--- config.mk ---
export PLATFORM = sky130hd
export DESIGN_NAME = gf_rma_merge
export DESIGN_NICKNAME = d
export VERILOG_FILES = /design/src/gf_rma_pkg.sv /design/src/gf_rma_merge.sv
export SDC_FILE = /design/constraint.sdc
export NUM_CORES = 1
export LEC_CHECK = 0
export BUFFER_PORTS_ARGS = -buffer_cell sky130_fd_sc_hd__buf_4
export CAP_MARGIN = 25
export CORE_MARGIN = 5
export CORE_UTILIZATION = 55
export DETAILED_ROUTE_END_ITERATION = 8
export HOLD_SLACK_MARGIN = 0.12
export PLACE_DENSITY = 0.91
export SETUP_SLACK_MARGIN = 0.15
export SLEW_MARGIN = 10
export SYNTH_ARGS = -nofsm -noshare
export SYNTH_HDL_FRONTEND = slang
export SYNTH_SLANG_ARGS = --single-unit
export TNS_END_PERCENT = 30
--- constraint.sdc ---
create_clock -name aclk -period 6.4 [get_ports aclk]
set_clock_uncertainty 0.1 [all_clocks]
set_input_delay 0.32 -clock aclk [delete_from_list [all_inputs] [get_ports aclk]]
set_output_delay 0.32 -clock aclk [all_outputs]
set_load 0.02 [all_outputs]
--- src/gf_rma_pkg.sv ---
package gf_rma_pkg;

    // Lanes carried on the ports of one item
    localparam int unsigned LANE_COUNT = 4;
    localparam int unsigned ELEM_W     = 8;
    localparam int unsigned COUNT_W    = 3;

    // Low byte of the field polynomial x^8+x^4+x^3+x^2+1
    localparam logic [ELEM_W-1:0] GF_POLY_LOW = 8'h1D;

    typedef enum logic {
        OP_MUL_ADD = 1'b0,
        OP_INVERSE = 1'b1
    } req_op_t;

    typedef logic [ELEM_W-1:0] elem_t;

    typedef struct packed {
        elem_t [LANE_COUNT-1:0] res;
        logic                   last;
    } gf_rma_result_t;

    // Shift-and-add product, reduced by the field polynomial each step
    function automatic elem_t gf_mul(input elem_t x, input elem_t y);
        elem_t a;
        elem_t r;
        a = x;
        r = '0;
        for (int i = 0; i < ELEM_W; i++) begin
            if (y[i]) begin
                r = r ^ a;
            end
            a = a[ELEM_W-1] ? ((a << 1) ^ GF_POLY_LOW) : (a << 1);
        end
        return r;
    endfunction

    typedef elem_t inv_table_t [256];

    // x^254 is the inverse of x for nonzero x and zero for x = 0
    function automatic inv_table_t build_inv_table();
        inv_table_t t;
        elem_t      r;
        for (int x = 0; x < 256; x++) begin
            r = 8'h01;
            for (int k = 0; k < 254; k++) begin
                r = gf_mul(r, elem_t'(x));
            end
            t[x] = r;
        end
        return t;
    endfunction

endpackage

--- src/gf_rma_merge.sv ---
module gf_rma_merge
    import gf_rma_pkg::*;
(
    input  logic           aclk,
    input  logic           aresetn,
    input  logic           in_valid,
    output logic           in_ready,
    input  gf_rma_result_t in_data,
    output logic           out_valid,
    input  logic           out_ready,
    output gf_rma_result_t out_data
);

    logic           main_valid_reg;
    logic           main_valid_next;
    gf_rma_result_t main_data_reg;
    gf_rma_result_t main_data_next;
    logic           skid_valid_reg;
    logic           skid_valid_next;
    gf_rma_result_t skid_data_reg;
    gf_rma_result_t skid_data_next;
    logic           accept;

    assign in_ready  = !skid_valid_reg;
    assign accept    = in_valid && in_ready;
    assign out_valid = main_valid_reg;
    assign out_data  = main_data_reg;

    always_comb begin
        main_valid_next = main_valid_reg;
        main_data_next  = main_data_reg;
        skid_valid_next = skid_valid_reg;
        skid_data_next  = skid_data_reg;
        if (main_valid_reg && !out_ready) begin
            // hold the output, park a new transfer in the skid slot
            if (accept) begin
                skid_valid_next = 1'b1;
                skid_data_next  = in_data;
            end
        end else if (skid_valid_reg) begin
            main_valid_next = 1'b1;
            main_data_next  = skid_data_reg;
            skid_valid_next = 1'b0;
        end else begin
            main_valid_next = accept;
            main_data_next  = in_data;
        end
    end

    always_ff @(posedge aclk) begin
        if (!aresetn) begin
            main_valid_reg <= 1'b0;
            skid_valid_reg <= 1'b0;
        end else begin
            main_valid_reg <= main_valid_next;
            skid_valid_reg <= skid_valid_next;
        end
        main_data_reg <= main_data_next;
        skid_data_reg <= skid_data_next;
    end

endmodule

# After elaboration in Yosys (flattened, before gate mapping)

Index checks and enable logic that the tools add are counted.

Multiplexer cells: 2
Reduce and logical (&&, ||, !) cells: 6

Operators with widths:

| cell                | count |
|---|---|
| $mux W33            | 1 |
| $reduce_and A2 Y1   | 2 |
| $logic_and A1 B1 Y1 | 2 |
| $logic_not A1 Y1    | 2 |
| $mux W1             | 1 |

Register bits: 68
Bits of input ports: 37
Output and inout port bits: 35
Word-level logic and storage cells: 20

# Logic depth before layout (Yosys ltp)

Gate-level depths: netlist of the first run.

Depth after elaboration: 3
Mapped depth: 4

# Least setup slack after synthesis of the first run

No wires, ideal clock.

Path type: register to register
Start point: reg main_valid_reg (netlist: out_valid)
End point: reg skid_data_reg[0] (netlist bit), enable pin
Stages on the path, launching flop included: 3
Slack: 2019 ps
Data arrival time: 3809 ps
Setup time: 471 ps
Path through: dfxtp_1 nand2b_1 nor3b_1

Cells in the longest elaborated chain, start to end: 2

RTL lines:

| item                        | line               | RTL |
|---|---|---|
| from (decl)                 | gf_rma_merge.sv:14 | `logic main_valid_reg;` |
| from (signal assigned)      | gf_rma_merge.sv:55 | `main_valid_reg <= main_valid_next;` |
| $logic_and A1 B1 Y1         | gf_rma_merge.sv:34 | `if (main_valid_reg && !out_ready) begin` |
| $reduce_and A2 Y1 (no line) | --                 |  |
| to (signal assigned)        | gf_rma_merge.sv:59 | `skid_data_reg <= skid_data_next;` |
| to (decl)                   | gf_rma_merge.sv:20 | `gf_rma_result_t skid_data_reg;` |

No other way between the ends.
A chain may end at the register's enable or synchronous reset.

# Worst setup path in the final report of the first run

Start point: reg main_valid_reg (netlist: out_valid)
End point: reg skid_data_reg[16] (netlist bit), enable pin

The elaborated chain is that of the path after synthesis.

==> results list, run 1 <==
- Starting utilization of the core area: a little under three fifths
* Number of post-CTS setup repair buffers: 0
* Final TNS setup: 0 ns
- For flop-to-flop paths, the worst setup slack is 4.01 ns.
- The mapped netlist covers 2610 um2.
- The detail route stage leaves a number of antenna-violating nets equal to 0.
* Path category of the worst min-delay check: primary input to flip-flop
- The worst setup path is launched from a flip-flop.
- From synthesis to final layout, the design area changed by 42.7%.
* Detailed placer's ending HPWL: between 3000 and 4000 um
- Finished Core Util: about four fifths
- In the routed layout, each cell is associated on average with a via count of 5.04.
- Number of antenna violations at the first check in global routing: 0
* Period utilization: a little under two fifths
* Number of remaining DRC errors: 0
- Number of max-cap violations: 0
- Counting flops and latches in the post-synthesis netlist gives between 60 and 70.
- By area the synthesized netlist is led by sky130_fd_sc_hd__edfxtp_1, sky130_fd_sc_hd__mux2_4, sky130_fd_sc_hd__mux2_2.
- Largest net degree at the start of global routing: 37
- Critical Path Fanout Max: 36
- Summing the sequential cell areas from Yosys gives between 70% and 80% of the chip area.
- TritonCTS clock tree: yes
* Average wire per cell in the routed design: around 19 um
- Most area-hungry cell type in the Yosys netlist: sky130_fd_sc_hd__edfxtp_1
* Die height: ~79 um
* Final setup violating endpoints: 0
- After synthesis, the largest area contributor takes up 75.9% of total cell area.
* Max-slew headroom: a little over two fifths
- The analysis attributes to cell leakage a power of ~1.5 nW.
- Post-CTS Resized: 0
* FP Rows: 25
- Net count, final: between 200 and 300
- Counting I/O delays and the setup requirement, the final critical path takes approximately 2.4 ns.
- Max-slew violation count: 0
- Yosys warns: 0
* IO Port Bufs: slightly above 70
* Die Outline Area: approximately 6200 um2
* F_max: around 420 MHz
* First DRT Iteration DRCs: between 100 and 150
- The clock drives roughly 70 sinks.
- Synth Instances: around 110
* Peak supply drop: ~170 uV
- Floorplan Core Area: around 4700 um2
- Critical path class: flip-flop to flip-flop
- Transition time at the pin with the least slew margin: just under 0.9 ns
- Total congestion overflow after global routing: 0
* Overall global routing resource usage: 18.7%
- In the final layout, the share of cells above drive strength 1 is a little over half.
- Count of boundary I/O pins: 72
- In the layout the commonest cells are sky130_fd_sc_hd__buf_4, sky130_fd_sc_hd__edfxtp_1, sky130_fd_sc_hd__dlygate4sd3_1, sky130_fd_sc_hd__mux2_4, sky130_fd_sc_hd__clkbuf_8.
- Routed vias: between 1000 and 1500
- Power spread over the standard cell area amounts to ~270 nW/um2.
* Final wirelength: between 5000 and 6000 um
- Run status: finished clean
- Setup repair after global routing left no endpoint under its margin.
- At the worst endpoint, the required time is about 6.3 ns.
* Post-synth cell types: 12
- The number of hold-slack violations in the final timing report was 0.
* Average instance area after synthesis: roughly 24 um2
* Root buf cell: sky130_fd_sc_hd__clkbuf_8
* Fillers: ~230
* Clock transition time at the flip-flop clock pins of the worst setup and hold paths: ~0.070 ns
* Data arrival, critical path: 2.32 ns
- In this run the number of H-tree levels came out at 3.
- X dimension of the die: 78.9 um
* Via count of the first global-routing pass: ~1600
- The first global-routing pass estimated 8380 um of wire.
- Placer's final routability congestion estimate: between 0.7 and 0.8
- TritonCTS buffer count: 9
* Number of iterations in the first detailed-routing pass: 4
- 0 antenna diodes ended up in the layout.
- Type of element capturing the critical path: flip-flop
- Leading cell type in the layout, fill and taps excluded: sky130_fd_sc_hd__buf_4
- Synthesis produced a netlist with a net count of 148.
- The clock passes through at most 2 buffers.
* Clock insertion delay at the later pin of the skew report: 0.34 ns
==> through the flow <==
stage | worst slack [ns] | std cells | total power, mW | hold WS [ns] | instance area (um2)
3_3_place_gp | 3.47 | 233 | 0.626 | 0.411 | 3160
4_1_cts | 3.95 | 283 | 1.01 | 0.146 | 3700
5_1_grt | 3.80 | 284 | 1.04 | 0.178 | 3720
6_report | 4.01 | 284 | 1.01 | 0.157 | 3720
2_1_floorplan | 2.02 | 111 | 0.579 | 0.319 | 2610
3_5_place_dp | 3.77 | 234 | 0.631 | 0.410 | 3170
==> worst max-delay path: stages (launching register included) <==
cell and delay, ns:
sky130_fd_sc_hd__dfxtp_1 0.35, sky130_fd_sc_hd__nand2b_2 0.48, sky130_fd_sc_hd__nor3b_2 0.77, sky130_fd_sc_hd__buf_4 0.37
==> synthesized netlist by cell type, drive strengths merged <==
library cell and n:
edfxtp 66, mux2 33, buf 4, dfxtp 2, nor3b 2, a21boi 1, inv 1, nand2b 1
nor2 1
==> area by class of cell <==
type	count	area [um2]	share of cell area, %
sequential	68	2020	54.3
timing repair buffer	107	902	24.2
multi-input combinational	38	520	14.0
clock buffer	10	128	3.43
clock inverter	6	78.8	2.12
tap	54	67.6	1.81
inverter	1	3.75	0.101
==> routing by layer <==
metal	vias to the layer above	track usage, %	share of wire [%]
li1	667	-	-
met1	692	20.0	37
met2	58	33.7	54
met3	15	4.76	6.5
met4	0	10.5	3.2
met5	-	0	0
==> cell families after synthesis <==
| group | Yosys count | synth area share [%] |
|---|---|---|
| flops | 68 | 77.5 |
| mux | 33 | 18.1 |
| buf+inv | 5 | 2.88 |
| simple gates | 4 | 1.25 |
| compound gates | 1 | 0.288 |
==> report_power, final <==
part | internal [mW] | switching, mW | total (mW)
clock network | 0.216 | 0.152 | 0.368
registers | 0.514 | 0.00775 | 0.521
logic | 0.0650 | 0.0520 | 0.117
==> what timing repair did <==
action,CTS,global route
endpoints found under the hold margin,33,0
hold buffers,33,0
endpoints found under the setup margin,0,0
==> path summary, 6_finish.rpt <==
check                                 startpoint                end  cells past startpoint
worst min register to register  skid_data_reg[1]        out_data[1]                      1
worst min-delay path                     aresetn     skid_valid_reg                      2
worst max register to register         out_valid  skid_data_reg[16]                      3
worst max-delay path                   out_valid  skid_data_reg[16]                      3
(Power assumes the default switching activity.)
==> inputs of run 2 (changes only) <==
--- a/config.mk
+++ b/config.mk
@@ -8,10 +8,10 @@
 export BUFFER_PORTS_ARGS = -buffer_cell sky130_fd_sc_hd__buf_4
 export CAP_MARGIN = 25
 export CORE_MARGIN = 5
-export CORE_UTILIZATION = 55
+export CORE_UTILIZATION = 51
 export DETAILED_ROUTE_END_ITERATION = 8
 export HOLD_SLACK_MARGIN = 0.12
-export PLACE_DENSITY = 0.91
+export PLACE_DENSITY = 0.86
 export SETUP_SLACK_MARGIN = 0.15
 export SLEW_MARGIN = 10
 export SYNTH_ARGS = -nofsm -noshare
==> constraint.sdc (replaced) <==
create_clock -name aclk -period 2.45 [get_ports aclk]
set_clock_uncertainty 0.1 [all_clocks]
set_input_delay 0.1225 -clock aclk [delete_from_list [all_inputs] [get_ports aclk]]
set_output_delay 0.1225 -clock aclk [all_outputs]
set_load 0.02 [all_outputs]
==> results list, run 2 (synthesized netlist as in run 1, its figures left out) <==
- First DRT Iteration DRCs: a little under 70
- Once the floorplan was initialized, standard cells occupied 51.8% of the core.
- In the final routed layout, each cell accounts on average for between 15 and 20 um.
* Net count, final: between 200 and 300
- In the layout the commonest cells are sky130_fd_sc_hd__buf_4, sky130_fd_sc_hd__edfxtp_1, sky130_fd_sc_hd__dlygate4sd3_1, sky130_fd_sc_hd__mux2_4, sky130_fd_sc_hd__clkbuf_8.
- Number of iterations in the first detailed-routing pass: 4
* Number of max-cap violations: 0
- Clock-pin slew was measured on the worst setup and hold paths at roughly 0.070 ns.
- The die is 81.5 um wide.
- Clock tree synthesis found a total of roughly 70 sinks.
- Final critical path time including I/O delays and setup: 1.91 ns
- Root buf cell: sky130_fd_sc_hd__clkbuf_8
- F_max: between 500 and 600 MHz
- Finished Core Util: 74.0%
- STA classifies the critical path startpoint as a flip-flop.
* Total met2 wirelength after detailed routing: 2830 um
* Power Density: about 640 nW/um2
- The final critical path takes up approximately 78% of the cycle.
* Total number of H-tree levels: 3
- Detailed placer's ending HPWL: about 3300 um
- After detailed routing, the total wire length is 5230 um.
- Worst r2r src: skid_valid_reg
- Worst hold start: out_ready
- Critical path data required time: 2.43 ns
- Relative to the synthesized area, the layout overhead comes to 43.0%.
- In the final timing run, aggregate negative setup slack is 0 ns.
- Register-to-register path setup slack: roughly 0.54 ns
* TritonCTS clock tree: yes
* Vias per inst: 4.70
- The number of hold-slack violations in the final timing report came to 0.
- Path category of the worst min-delay check: primary input to flip-flop
- The max-slew violation count is 0.
* RSZ-0062 raised after global routing: false
* Leakage: 1.48 nW
- Summing internal, switching and leakage power gives between 2 and 2.5 mW.
- The worst setup path is captured at a flip-flop.
- Summed over all layers, the global routing overflow is 0.
* Count of boundary I/O pins: between 70 and 80
- IO Port Bufs: 71
- The via count of the first global-routing pass was roughly 1600.
* Layout cells sized above 1: a little over half
- Final hold analysis gives a worst-case slack of 0.157 ns.
* Data arrival, critical path: 1.88 ns
- By startpoint and endpoint, the worst setup path is classified as flip-flop to flip-flop.
* Placer's final routability congestion estimate: roughly 0.67
* Wire length of the first global-routing pass: around 8000 um
- Die Outline Area: 6650 um2
* Number of remaining DRC errors: 0
* Peak supply drop: roughly 430 uV
- In the detailed route, the total length drawn on met3 is 329 um.
* Highest metal layer with signal wires: met4
- For the pin with the worst max-slew slack, the measured transition is between 0.6 and 0.7 ns.
- Floorplan Core Area: a little over 5000 um2
* N_diodes: 0
- The run finished with clean final reports.
- Leading cell type in the layout, fill and taps excluded: sky130_fd_sc_hd__buf_4
- Entering global routing, the biggest net connects 36 pins.
* Routed vias: about 1400
- Overall global routing resource usage: between 10% and 20%
* Die height: approximately 82 um
- Along the worst path, the maximum fanout reaches 19.
* Max Root-Sink Buffers: 2
- M1 wire length: between 2000 and 2500 um
- Setup violations remaining at the end of the flow were counted as 0.
- Clock latency on the worst-skew pair, taken at its later pin, is between 0.3 and 0.4 ns.
- TritonCTS buffer count: 9
* Launch point of the critical path: skid_valid_reg
- Number of antenna violations at the first check in global routing: 0
* Max-slew headroom: between 50% and 60%
- Post-CTS Resized: 0
* FP Rows: 26
- Antenna Nets Post-Route: 0
[run 2: changes by cell type in the layout (fill, tap and decap cells not counted), moves of 2 or more]
cell and delta:
sky130_fd_sc_hd__buf_4 +2, sky130_fd_sc_hd__bufinv_16 -2, sky130_fd_sc_hd__clkinv_1 +4, sky130_fd_sc_hd__clkinv_2 -3, sky130_fd_sc_hd__dlygate4sd3_1 +3
[run 2: worst paths after layout]
check                                         to  cells past startpoint
worst max-delay path                 out_data[3]                      2
worst min-delay path            skid_data_reg[2]                      3
worst max register to register       out_data[3]                      2
worst min register to register      out_data[13]                      1
[run 2: timing repair]
item	in CTS	in global routing
hold buffers	36	0
setup buffers	0	0
endpoints found under the hold margin	68	0
[run 2: routing by layer]
metal / up-vias / track usage, %
met3: 7 / 5.15
li1: 671 / -
met5: - / 0
met1: 697 / 19.9
met2: 55 / 30.7
met4: 0 / 5.07
[run 2: metrics by stage]
step	instances	worst slack, ns	area (um2)
2_1_floorplan	111	0.219	2630
3_3_place_gp	252	0.635	3220
3_5_place_dp	252	0.566	3220
4_1_cts	304	0.564	3730
5_1_grt	304	0.501	3730
6_report	304	0.544	3730
[run 2: final cells by class]
cell class	instances	area, um2
repair buffers	111	936
flip-flops and latches	68	2020
fillers	300	1310
inverters	1	3.75
clock buffers	11	131
clock inverters	5	18.8
well taps	70	87.6
multi-input cells	38	532
[run 2: critical path: stages, from the launching register on]
cell                      delay (ns)
sky130_fd_sc_hd__dfxtp_2        0.73
sky130_fd_sc_hd__buf_4          0.43
sky130_fd_sc_hd__mux2_2         0.38
[run 2: power by group]
| part | switching [mW] | internal, mW | leakage, nW |
|---|---|---|---|
| clock network | 0.376 | 0.351 | 0.0749 |
| logic | 0.133 | 0.175 | 0.743 |
| registers | 0.0213 | 1.34 | 0.659 |
